$ cat config.mk
export PLATFORM = sky130hd
export DESIGN_NAME = eight_bit_cpu_execute_unit_top
export DESIGN_NICKNAME = d
export VERILOG_FILES = /design/src/ecpu_pkg.sv /design/src/ecpu_ram.sv /design/src/eight_bit_cpu_execute_unit_top.sv
export SDC_FILE = /design/constraint.sdc
export NUM_CORES = 1
export LEC_CHECK = 0
export BUFFER_PORTS_ARGS = -buffer_cell sky130_fd_sc_hd__buf_2
export CAP_MARGIN = 20
export CORE_MARGIN = 1.5
export CORE_UTILIZATION = 30
export CTS_BUF_LIST = sky130_fd_sc_hd__clkbuf_4 sky130_fd_sc_hd__clkbuf_8
export CTS_CLUSTER_DIAMETER = 100
export DETAILED_ROUTE_END_ITERATION = 10
export PLACE_DENSITY = 0.48
export SLEW_MARGIN = 20
export SYNTH_ARGS = -nofsm -noshare
export SYNTH_HDL_FRONTEND = slang
export SYNTH_SLANG_ARGS = --single-unit
$ cat constraint.sdc
create_clock -name i_clk -period 5.36 [get_ports i_clk]
set_clock_uncertainty 0.15 [all_clocks]
set_input_delay 0.804 -clock i_clk [delete_from_list [all_inputs] [get_ports i_clk]]
set_output_delay 0.804 -clock i_clk [all_outputs]
set_load 0.05 [all_outputs]
$ cat src/ecpu_pkg.sv
package ecpu_pkg;

    // Register file geometry.
    localparam int REG_COUNT  = 16;
    localparam int DATA_WIDTH = 8;
    localparam int REG_IDX_W  = (REG_COUNT > 1) ? $clog2(REG_COUNT) : 1;
    localparam int CNT_W      = $clog2(DATA_WIDTH);

    // Fixed byte width of the operand fields.
    localparam int BYTE_W     = 8;
    localparam int OPER_RANGE = 1 << BYTE_W;

    // Opcodes. Codes that are not listed here behave as a no-op.
    typedef enum logic [3:0] {
        OP_NOP   = 4'h0,
        OP_ADD   = 4'h1,
        OP_SUB   = 4'h2,
        OP_OR    = 4'h3,
        OP_NOT   = 4'h4,
        OP_AND   = 4'h5,
        OP_MUL   = 4'h6,
        OP_DIV   = 4'h7,
        OP_JE    = 4'h8,
        OP_JG    = 4'h9,
        OP_JL    = 4'hA,
        OP_JMP   = 4'hB,
        OP_PRINT = 4'hC,
        OP_HALT  = 4'hF
    } t_op;

    typedef logic [REG_IDX_W-1:0] t_idx_tab [OPER_RANGE];

    // Maps an operand byte to its register index (operand modulo REG_COUNT).
    // Built at elaboration, so the modulo costs nothing in hardware.
    function automatic t_idx_tab f_build_idx_tab();
        t_idx_tab tab;
        for (int i = 0; i < OPER_RANGE; i++) begin
            tab[i] = REG_IDX_W'(i % REG_COUNT);
        end
        return tab;
    endfunction

    localparam t_idx_tab IDX_TAB = f_build_idx_tab();

endpackage

$ cat src/ecpu_ram.sv
module ecpu_ram #(
    parameter int WIDTH  = 8,
    parameter int DEPTH  = 16,
    parameter int ADDR_W = (DEPTH > 1) ? $clog2(DEPTH) : 1
) (
    input  logic              i_clk,
    input  logic              i_wr_en,
    input  logic [ADDR_W-1:0] i_wr_addr,
    input  logic [WIDTH-1:0]  i_wr_data,
    input  logic [ADDR_W-1:0] i_rd_addr,
    output logic [WIDTH-1:0]  o_rd_data
);

    logic [WIDTH-1:0] r_mem [DEPTH];
    logic [WIDTH-1:0] r_rd_data;

    // One write port and one read port with registered read data.
    always_ff @(posedge i_clk) begin
        if (i_wr_en) begin
            r_mem[i_wr_addr] <= i_wr_data;
        end
        r_rd_data <= r_mem[i_rd_addr];
    end

    assign o_rd_data = r_rd_data;

endmodule

$ cat src/eight_bit_cpu_execute_unit_top.sv
// Channel   | Direction | Handshake               | Payload
// ----------+-----------+-------------------------+-----------------------------------------
// request   | in        | i_in_valid / o_in_stall | i_req_type, i_operand_a/_b/_c
// result    | out       | o_out_valid/i_out_stall | o_write_*, o_jump_*, o_print_*, o_halted
//
// A request moves from acceptance through S_RD_B, S_SETUP and S_EXEC to S_DONE, where its
// result loads; mul and div stay in S_EXEC and run one bit a cycle through the shared
// adder; both register reads use the one read port. The input stalls until the result
// loads, and after halt an accepted request goes straight to S_DONE.
// Reset is synchronous and active low; it clears the register valid bits and the halt flag.
// A stalled result holds in the output register while the next request is worked.
module eight_bit_cpu_execute_unit_top
    import ecpu_pkg::*;
(
    input  logic              i_clk,
    input  logic              i_rst_n,
    input  logic              i_in_valid,
    output logic              o_in_stall,
    input  logic [3:0]        i_req_type,
    input  logic [BYTE_W-1:0] i_operand_a,
    input  logic [BYTE_W-1:0] i_operand_b,
    input  logic [BYTE_W-1:0] i_operand_c,
    output logic              o_out_valid,
    input  logic              i_out_stall,
    output logic              o_write_valid,
    output logic [BYTE_W-1:0] o_write_value,
    output logic              o_jump_taken,
    output logic [BYTE_W-1:0] o_jump_target,
    output logic              o_print_valid,
    output logic [BYTE_W-1:0] o_print_value,
    output logic              o_halted
);

    typedef enum logic [2:0] {
        S_IDLE,
        S_RD_B,
        S_SETUP,
        S_EXEC,
        S_DONE
    } t_state;

    localparam int W = DATA_WIDTH;

    t_state                r_state;
    t_op                   r_op;
    logic                  r_halt;
    logic [REG_COUNT-1:0]  r_valid;
    logic [REG_IDX_W-1:0]  r_ib;
    logic [REG_IDX_W-1:0]  r_ic;
    logic [REG_IDX_W-1:0]  r_rd_idx;
    logic [BYTE_W-1:0]     r_a;
    logic [BYTE_W-1:0]     r_c;
    logic [W-1:0]          r_va;
    logic [W-1:0]          r_vb;
    logic [W-1:0]          r_acc;
    logic [W-1:0]          r_md;
    logic [W-1:0]          r_mq;
    logic [W-1:0]          r_res;
    logic [CNT_W-1:0]      r_cnt;
    logic                  r_wr;
    logic                  r_jmp;
    logic                  r_prt;

    logic                  r_o_valid;
    logic                  r_o_write_valid;
    logic [BYTE_W-1:0]     r_o_write_value;
    logic                  r_o_jump_taken;
    logic [BYTE_W-1:0]     r_o_jump_target;
    logic                  r_o_print_valid;
    logic [BYTE_W-1:0]     r_o_print_value;
    logic                  r_o_halted;

    logic                  w_accept;
    logic                  w_out_free;
    logic                  w_finish;
    logic [REG_IDX_W-1:0]  w_rd_addr;
    logic [W-1:0]          w_rd_data;
    logic [W-1:0]          w_rd_value;
    logic                  w_wr_en;
    logic [W:0]            w_x;
    logic [W:0]            w_y;
    logic                  w_sub;
    logic [W+1:0]          w_sum;
    logic                  w_ge;
    logic                  w_eq;
    logic [W-1:0]          w_div_q;

    // Handshake on both sides.
    assign o_in_stall = (r_state != S_IDLE);
    assign w_accept   = i_in_valid && (r_state == S_IDLE);
    assign w_out_free = !r_o_valid || !i_out_stall;
    assign w_finish   = (r_state == S_DONE) && w_out_free;

    // Register file read address: operand a while accepting, then operand b.
    assign w_rd_addr = (r_state == S_IDLE) ? IDX_TAB[i_operand_a] : r_ib;

    // A register never written since reset reads as zero.
    assign w_rd_value = r_valid[r_rd_idx] ? w_rd_data : '0;

    assign w_wr_en = w_finish && r_wr;

    ecpu_ram #(
        .WIDTH (W),
        .DEPTH (REG_COUNT)
    ) u_reg_file (
        .i_clk     (i_clk),
        .i_wr_en   (w_wr_en),
        .i_wr_addr (r_ic),
        .i_wr_data (r_res),
        .i_rd_addr (w_rd_addr),
        .o_rd_data (w_rd_data)
    );

    // Operand selection for the shared adder/subtractor.
    always_comb begin
        w_x   = {1'b0, r_va};
        w_y   = {1'b0, r_vb};
        w_sub = 1'b0;
        unique case (r_op)
            OP_SUB, OP_JE, OP_JG, OP_JL: begin
                w_sub = 1'b1;
            end
            OP_MUL: begin
                w_x = {1'b0, r_acc};
                w_y = {1'b0, r_md};
            end
            OP_DIV: begin
                w_x   = {r_acc, r_mq[W-1]};
                w_sub = 1'b1;
            end
            default: begin
            end
        endcase
    end

    // Shared adder; the top bit is the no-borrow flag of a subtraction.
    assign w_sum   = {1'b0, w_x} + {1'b0, (w_sub ? ~w_y : w_y)} + (W+2)'(w_sub);
    assign w_ge    = w_sum[W+1];
    assign w_eq    = (w_sum[W:0] == '0);
    assign w_div_q = {r_mq[W-2:0], w_ge};

    // Sequencer, datapath registers and the output register.
    always_ff @(posedge i_clk) begin
        if (!i_rst_n) begin
            r_state   <= S_IDLE;
            r_halt    <= 1'b0;
            r_valid   <= '0;
            r_o_valid <= 1'b0;
        end else begin
            r_rd_idx <= w_rd_addr;

            // The output register empties when its result is taken and no new one loads.
            if (r_o_valid && !i_out_stall && !w_finish) begin
                r_o_valid <= 1'b0;
            end

            unique case (r_state)
                S_IDLE: begin
                    if (w_accept) begin
                        r_op  <= t_op'(i_req_type);
                        r_ib  <= IDX_TAB[i_operand_b];
                        r_ic  <= IDX_TAB[i_operand_c];
                        r_a   <= i_operand_a;
                        r_c   <= i_operand_c;
                        r_wr  <= 1'b0;
                        r_jmp <= 1'b0;
                        r_prt <= 1'b0;
                        // Once halted, a request only reports the halt.
                        r_state <= r_halt ? S_DONE : S_RD_B;
                    end
                end
                S_RD_B: begin
                    r_va    <= w_rd_value;
                    r_state <= S_SETUP;
                end
                S_SETUP: begin
                    r_vb    <= w_rd_value;
                    r_md    <= w_rd_value;
                    r_mq    <= r_va;
                    r_acc   <= '0;
                    r_cnt   <= CNT_W'(W - 1);
                    r_state <= S_EXEC;
                end
                S_EXEC: begin
                    // Mul and div stay here until their last bit is done.
                    r_state <= ((r_op == OP_MUL || r_op == OP_DIV) && r_cnt != '0) ?
                               S_EXEC : S_DONE;
                    unique case (r_op)
                        OP_ADD, OP_SUB: begin
                            r_res <= w_sum[W-1:0];
                            r_wr  <= 1'b1;
                        end
                        OP_OR: begin
                            r_res <= r_va | r_vb;
                            r_wr  <= 1'b1;
                        end
                        OP_AND: begin
                            r_res <= r_va & r_vb;
                            r_wr  <= 1'b1;
                        end
                        OP_NOT: begin
                            r_res <= W'(r_va == '0);
                            r_wr  <= 1'b1;
                        end
                        OP_MUL: begin
                            // Shift-add: one multiplier bit per cycle.
                            if (r_mq[0]) begin
                                r_acc <= w_sum[W-1:0];
                            end
                            r_md <= {r_md[W-2:0], 1'b0};
                            r_mq <= {1'b0, r_mq[W-1:1]};
                            if (r_cnt == '0) begin
                                r_res <= r_mq[0] ? w_sum[W-1:0] : r_acc;
                                r_wr  <= 1'b1;
                            end else begin
                                r_cnt <= r_cnt - 1'b1;
                            end
                        end
                        OP_DIV: begin
                            // Restoring division: one quotient bit per cycle.
                            // A zero divisor yields all ones on its own.
                            r_acc <= w_ge ? w_sum[W-1:0] : w_x[W-1:0];
                            r_mq  <= w_div_q;
                            if (r_cnt == '0) begin
                                r_res <= w_div_q;
                                r_wr  <= 1'b1;
                            end else begin
                                r_cnt <= r_cnt - 1'b1;
                            end
                        end
                        OP_JE: begin
                            r_jmp <= w_eq;
                        end
                        OP_JG: begin
                            r_jmp <= w_ge && !w_eq;
                        end
                        OP_JL: begin
                            r_jmp <= !w_ge;
                        end
                        OP_JMP: begin
                            r_jmp <= 1'b1;
                        end
                        OP_PRINT: begin
                            r_prt <= 1'b1;
                        end
                        OP_HALT: begin
                            r_halt <= 1'b1;
                        end
                        default: begin
                        end
                    endcase
                end
                S_DONE: begin
                    // Load the result once the output register is free.
                    if (w_out_free) begin
                        r_o_valid       <= 1'b1;
                        r_o_write_valid <= r_wr;
                        r_o_write_value <= r_wr ? r_res[BYTE_W-1:0] : '0;
                        r_o_jump_taken  <= r_jmp;
                        r_o_jump_target <= r_jmp ? r_c : '0;
                        r_o_print_valid <= r_prt;
                        r_o_print_value <= r_prt ? r_a : '0;
                        r_o_halted      <= r_halt;
                        if (r_wr) begin
                            r_valid[r_ic] <= 1'b1;
                        end
                        r_state <= S_IDLE;
                    end
                end
                default: begin
                    r_state <= S_IDLE;
                end
            endcase
        end
    end

    assign o_out_valid   = r_o_valid;
    assign o_write_valid = r_o_write_valid;
    assign o_write_value = r_o_write_value;
    assign o_jump_taken  = r_o_jump_taken;
    assign o_jump_target = r_o_jump_target;
    assign o_print_valid = r_o_print_valid;
    assign o_print_value = r_o_print_value;
    assign o_halted      = r_o_halted;

    // The halt flag never clears outside reset.
    a_halt_sticky: assert property (@(posedge i_clk) disable iff (!i_rst_n)
        r_halt |=> r_halt)
        else $error("halt flag cleared without reset");

    // A request taken while halted skips execution entirely.
    a_halt_skips: assert property (@(posedge i_clk) disable iff (!i_rst_n)
        (w_accept && r_halt) |=> (r_state == S_DONE))
        else $error("request after halt was executed");

    // A result carries at most one kind of effect.
    a_one_effect: assert property (@(posedge i_clk) disable iff (!i_rst_n)
        o_out_valid |-> ($countones({o_write_valid, o_jump_taken, o_print_valid}) <= 1))
        else $error("result carries more than one effect");

    // A register is written only in the cycle a result is loaded.
    a_write_on_load: assert property (@(posedge i_clk) disable iff (!i_rst_n)
        w_wr_en |=> (o_out_valid && o_write_valid))
        else $error("register write without a matching result");

endmodule
==> flow_metrics.tcl, run 1 <==
set metrics [dict create \
    status "finished clean" \
    clock-sinks 267 \
    drt-initial-drc-count 384 \
    clockRootBuffer "clkbuf_8" \
    design.core.area_um2 38500 \
    finalNetCount 1059 \
    worst_slew_margin_rel_pct 29.6 \
    fin_crit_ns 4.69 \
    ir_drop_uv 174 \
    io_buffers 57 \
    ys.flop_type "edfxtp_1" \
    drc 0 \
    synth_commonest_cells "238 x edfxtp_1, 180 x nand2_1, 46 x nand3_1" \
    clk_pin_slew_ns 0.07 \
    grt_usage_pct 15.0 \
    start_util_pct 30.3 \
    post_cts_buffers 0 \
    cts_resized 0 \
    async_flop_share_pct 0 \
    grt_overflow 0 \
    ys_seq_elements 267 \
    powerDensity_nw_per_um2 342 \
    max_stage_delay_ns 0.63 \
    rsz0062_at_grt "no" \
    dp_hpwl_mm 19.7 \
    die_h_um 200 \
    ant_nets 0 \
    htree_levels 2 \
    crit_chain "nor2b_1 > o22ai_2 > buf_4 > mux2i_4 > inv_1 > fa_1 > nor2b_1 > o31a_1 > o211a_1 > a211oi_1 > or4_1 > nor4_2 > a21o_1 > nand3_1" \
    cp_top_family "simple AND/OR/NAND/NOR gates" \
    setup_violations 0 \
    syn_to_final_growth_pct 16.1 \
    ys_types 64 \
    fin_crit_sh_pct 87.4 \
    crit_type "flip-flop to flip-flop" \
    hold_slack_ns 0.263 \
    ios 62 \
    fmax_mhz 213 \
    worstPathRequired_ns 5.52 \
    syn-num-nets 980 \
    instances_no_fill 1572 \
    drt_wl_total_mm 30.4 \
    cts_tree "yes" \
    cap_violations 0 \
    hp-class "input pin to flip-flop" \
    vias 7627 \
    p_leak_nw 4.81 \
    synth_cells 937 \
    insertion_delay_ns 0.57 \
    yosys.area.top_type "edfxtp_1" \
    tightest_slew_ns 1.05 \
    dp_cells 1487 \
    antenna_found_initial 1 \
    yosys_warnings 0 \
    critPathArrivalTime_ns 4.85 \
    synth-seq-area-share_pct 66.3 \
    viasPerCell 4.85 \
    cp_max_fo 14 \
    firstDrtPassIters 5 \
    slew_viol_final 0 \
    routedWlPerCell_um 19.4 \
    slowest_stage "edfxtp_1" \
    synth_area_leaders "edfxtp_1 61%, nand2_1 5.8%, dfxtp_1 5.0%" \
    globalplace.congestion 0.845 \
    grt_pass1_vias 7486 \
    row_count 72 \
    syn_area_um2 11700 \
    cpMostUsedCell "nor2b_1" \
    grt_max_degree 65 \
    synth.most_common_cell "edfxtp_1" \
    setup_tns_ns 0 \
    endpoint_kind "flip-flop" \
    drive_gt1_share_pct 18.7 \
    avgSynthCellArea_um2 12.4 \
    power.total_w 0.00463 \
    numCtsBuffers 45 \
    synth_edf_count 238 \
    die_x_um 200 \
    cts_buffer_depth 3 \
    die_area_um2 40100 \
    synth_top_area_share_pct 61.3 \
    critPathBufInv 2 \
    cp-start-kind "flip-flop" \
    hold_viol 0 \
    ctsHoldBuffers 0 \
    grt_pass1_wl_mm 46.2 \
]
-- area by class of cell --
class	count	area [µm²]
inverter	17	63.8
sequential	267	7730
clock inverter	14	72.6
tap	518	648
multi-input combinational	603	3710
fill	3793	24900
timing repair buffer	82	473
antenna	1	2.50
clock buffer	70	832
-- worst paths after layout --
path	start	end	cells past startpoint	slack, ns
worst max-delay path	r_op[3]$_DFFE_PP_	r_jmp$_SDFFCE_PN0P_	14	0.67
worst min-delay path	i_operand_c[1]	r_ic[1]$_DFFE_PP_	1	0.26
worst max register to register	r_op[3]$_DFFE_PP_	r_jmp$_SDFFCE_PN0P_	14	0.67
worst min register to register	r_valid[15]$_SDFFE_PN0P_	r_valid[15]$_SDFFE_PN0P_	1	0.31
-- per-layer routing --
layer  global-route usage [%]  part of all wire (%)
met4                     5.33                   2.6
met2                     22.9                    45
met3                     2.86                   4.6
met1                     21.4                    47
met5                        0                     0
-- placed cells by master, fill, tap and decap left out, drive strengths merged, types with 17 or more instances in the layout --
master	count
a21oi	37
a311oi	24
a31oi	18
and2	37
and3	19
buf	82
clkbuf	70
dfxtp	29
edfxtp	238
inv	17
mux2i	26
nand2	180
nand3	46
nor2	42
o21a	18
o21ai	22
-- through the flow --
stage / util, % / instance area (µm²) / setup WS, ns
CTS: 35.2 / 13500 / 0.683
global route: 35.2 / 13500 / 0.397
detailed placement: 32.8 / 12600 / 0.710
finish: 35.2 / 13500 / 0.674
floorplan: - / 11700 / 1.58
global placement: 32.8 / 12600 / 0.755
-- power by group --
group	internal, W	total [W]	switching (W)
sequential	0.00230	0.00233	0.0000356
combinational	0.000162	0.000474	0.000312
clock	0.000993	0.00182	0.000825
-- flip-flops by register name, indices dropped and copies added, names as in the netlist, 4 cells and up --
signal,count
o_jump_target,8
o_print_value,8
o_write_value,8
r_a,8
r_acc,8
r_c,5
r_ib,4
r_md,8
r_mq,8
r_op,4
r_rd_idx,4
r_res,8
r_va,8
r_valid,16
r_vb,8
u_reg_file.o_rd_data,8
u_reg_file.r_mem,128
-- cell families after synthesis --
logic type | synth area share (%)
xor gates and xnor gates | 1.05
and+or+nand+nor | 15.0
muxes | 4.51
DFF | 66.3
buffers and inverters | 2.38
adders and majority gates | 1.24
AOI/OAI and AO/OA | 9.58
(Power assumes the default switching activity.)
==> run 2, diff against run 1 <==
RECOVER_POWER = 100   (was not set)
==> flow_metrics.tcl, run 2 (synthesis gave the netlist of run 1 again) <==
set metrics [dict create \
    grt_use_met3_pct 2.86 \
    design.core.area_um2 38500 \
    clock-sinks 267 \
    ctsHoldBuffers 0 \
    grt_usage_pct 15.0 \
    grt_pass1_vias 7486 \
    hp-class "input pin to flip-flop" \
    status "complete, but fails checks" \
    max_stage_delay_ns 1.16 \
    vias 7666 \
    critPathArrivalTime_ns 5.06 \
    cpMostUsedCell "o21ai_0" \
    final_common_cell "edfxtp_1" \
    r2r_slack_ns 0.46 \
    setup_violations 0 \
    grt_max_degree 65 \
    fin_crit_ns 4.90 \
    setup.worst_path.start "r_op[3]$_DFFE_PP_" \
    cap_violations 4 \
    slowest_stage "o31ai_2" \
    die_h_um 200 \
    fillCellCount 3834 \
    grt_overflow 0 \
    setup_tns_ns 0 \
    htree_levels 2 \
    violations "max-capacitance violations, max-slew violations" \
    final_cell_area_um2 13400 \
    fin_crit_sh_pct 91.4 \
    endpoint_kind "flip-flop" \
    ant_nets 0 \
    worstPathRequired_ns 5.52 \
    cts_tree "yes" \
    finalNetCount 1059 \
    fmax_mhz 204 \
    routedWlPerCell_um 19.4 \
    busiest_layer "met2" \
    numCtsBuffers 45 \
    r2r-end "r_jmp$_SDFFCE_PN0P_" \
    drt-initial-drc-count 361 \
    powerDensity_nw_per_um2 345 \
    cts_buffer_depth 3 \
    cp-start-kind "flip-flop" \
    endpoint "r_jmp$_SDFFCE_PN0P_" \
    ff2ff_path_depth 11 \
    grt_pass1_wl_mm 46.2 \
    largest_reg_flops 128 \
    slew_viol_final 91 \
    fin_ws_ns 0.461 \
    drc 0 \
    insertion_delay_ns 0.57 \
    ios 62 \
    top_regs "u_reg_file.r_mem: 128 flops, r_valid: 16 flops" \
    clk_pin_slew_ns 0.07 \
    tightest_slew_ns 1.67 \
    cp_max_fo 18 \
    regMostFlops "u_reg_file.r_mem" \
    firstDrtPassIters 4 \
    clockRootBuffer "clkbuf_8" \
    crit_chain "nand3b_1 > clkbuf_1 > o21ai_0 > ha_1 > nand2_1 > o21ai_0 > a211oi_1 > o31ai_2 > o21ai_0 > a31oi_1 > nand3_1" \
    p_leak_nw 4.63 \
    crit_type "flip-flop to flip-flop" \
    hold_viol 0 \
    place_area_um2 12600 \
    antenna_found_initial 1 \
    start_util_pct 30.3 \
    die_x_um 200 \
    met2_usage_pct 22.9 \
    dp_hpwl_mm 19.7 \
    rsz0062_at_grt "no" \
    layout_common_cells "238 x edfxtp_1, 180 x nand2_1, 53 x clkbuf_1, 49 x clkbuf_8, 46 x nand3_1" \
    globalplace.congestion 0.845 \
    worst_slew_margin_rel_pct -11.7 \
    viasPerCell 4.88 \
    drt_wl_total_mm 30.5 \
    row_count 72 \
    dp_slack_ns 0.710 \
    r2r_start "r_op[3]$_DFFE_PP_" \
    io_buffers 57 \
    ir_drop_uv 171 \
    met1_usage_pct 21.4 \
    die_area_um2 40100 \
    drive_gt1_share_pct 12.5 \
    syn_to_final_growth_pct 14.6 \
    post_cts_buffers 0 \
    cts_resized 0 \
]
[run 2: cell count changes in the layout (fill, tap and decap cells not counted), moves of 2 or more]
cell      previous run  this run
mux2i_4              5         3
buf_2               57        21
nor2_1              39        42
nor2_2               3         0
and2_1              37        19
mux2i_1             20        22
and2_0               0        18
nor3_1              11        13
buf_4               25         8
nor3_2               2         0
clkbuf_1             0        53
[run 2: area by class of cell]
type | instances | area, µm² | share of cell area [%]
Antenna cell | 1 | 2.50 | 0.0187
Clock buffer | 70 | 832 | 6.23
Clock inverter | 14 | 72.6 | 0.543
Inverter | 17 | 63.8 | 0.478
Multi-Input combinational cell | 603 | 3650 | 27.3
Sequential cell | 267 | 7730 | 57.8
Tap cell | 518 | 648 | 4.85
Timing Repair Buffer | 82 | 364 | 2.72
[run 2: per-stage QoR]
| stage | std cells | hold slack (ns) | util [%] | total power (W) |
|---|---|---|---|---|
| 2_1_floorplan | 937 | 0.280 | - | 0.00269 |
| 3_3_place_gp | 1486 | 0.294 | 32.8 | 0.00285 |
| 3_5_place_dp | 1487 | 0.301 | 32.8 | 0.00286 |
| 4_1_cts | 1571 | 0.220 | 35.2 | 0.00469 |
| 5_1_grt | 1571 | 0.227 | 34.7 | 0.00482 |
| 6_report | 1572 | 0.261 | 34.7 | 0.00461 |
[run 2: metal layers]
metal | up-vias | share of wire (%)
met4 | 0 | 2.6
met1 | 3793 | 48
li1 | 3639 | -
met3 | 50 | 4.7
met2 | 184 | 45
met5 | - | 0
[run 2: critical path: cells and delay by family, from the launching register on]
| family | cells | cell delay, ns |
|---|---|---|
| AO/OA/AOI/OAI | 6 | 2.37 |
| AND/OR/NAND/NOR | 3 | 0.45 |
| buffers and inverters | 1 | 0.58 |
| adder cells (fa/ha/maj) | 1 | 0.47 |
| flip-flops | 1 | 0.63 |
[run 2: worst min path at each step]
stage	endpoint	cells past startpoint	slack, ns	startpoint
4_1_cts	r_op[0]$_DFFE_PP_	1	0.22	i_req_type[0]
2_1_floorplan	o_halted$_DFFE_PP_	0	0.28	r_halt$_SDFFE_PN0P_
6_report	r_ic[1]$_DFFE_PP_	1	0.26	i_operand_c[1]
5_1_grt	r_ic[2]$_DFFE_PP_	1	0.23	i_operand_c[2]
3_5_place_dp	r_valid[2]$_SDFFE_PN0P_	1	0.30	r_valid[2]$_SDFFE_PN0P_
3_3_place_gp	r_valid[11]$_SDFFE_PN0P_	1	0.29	r_valid[11]$_SDFFE_PN0P_
[run 2: power breakdown]
group | total (W) | switching [W] | internal (W) | leakage (nW)
combinational | 0.000460 | 0.000308 | 0.000152 | 1.73
clock | 0.00182 | 0.000826 | 0.000993 | 0.487
sequential | 0.00233 | 0.0000351 | 0.00230 | 2.41
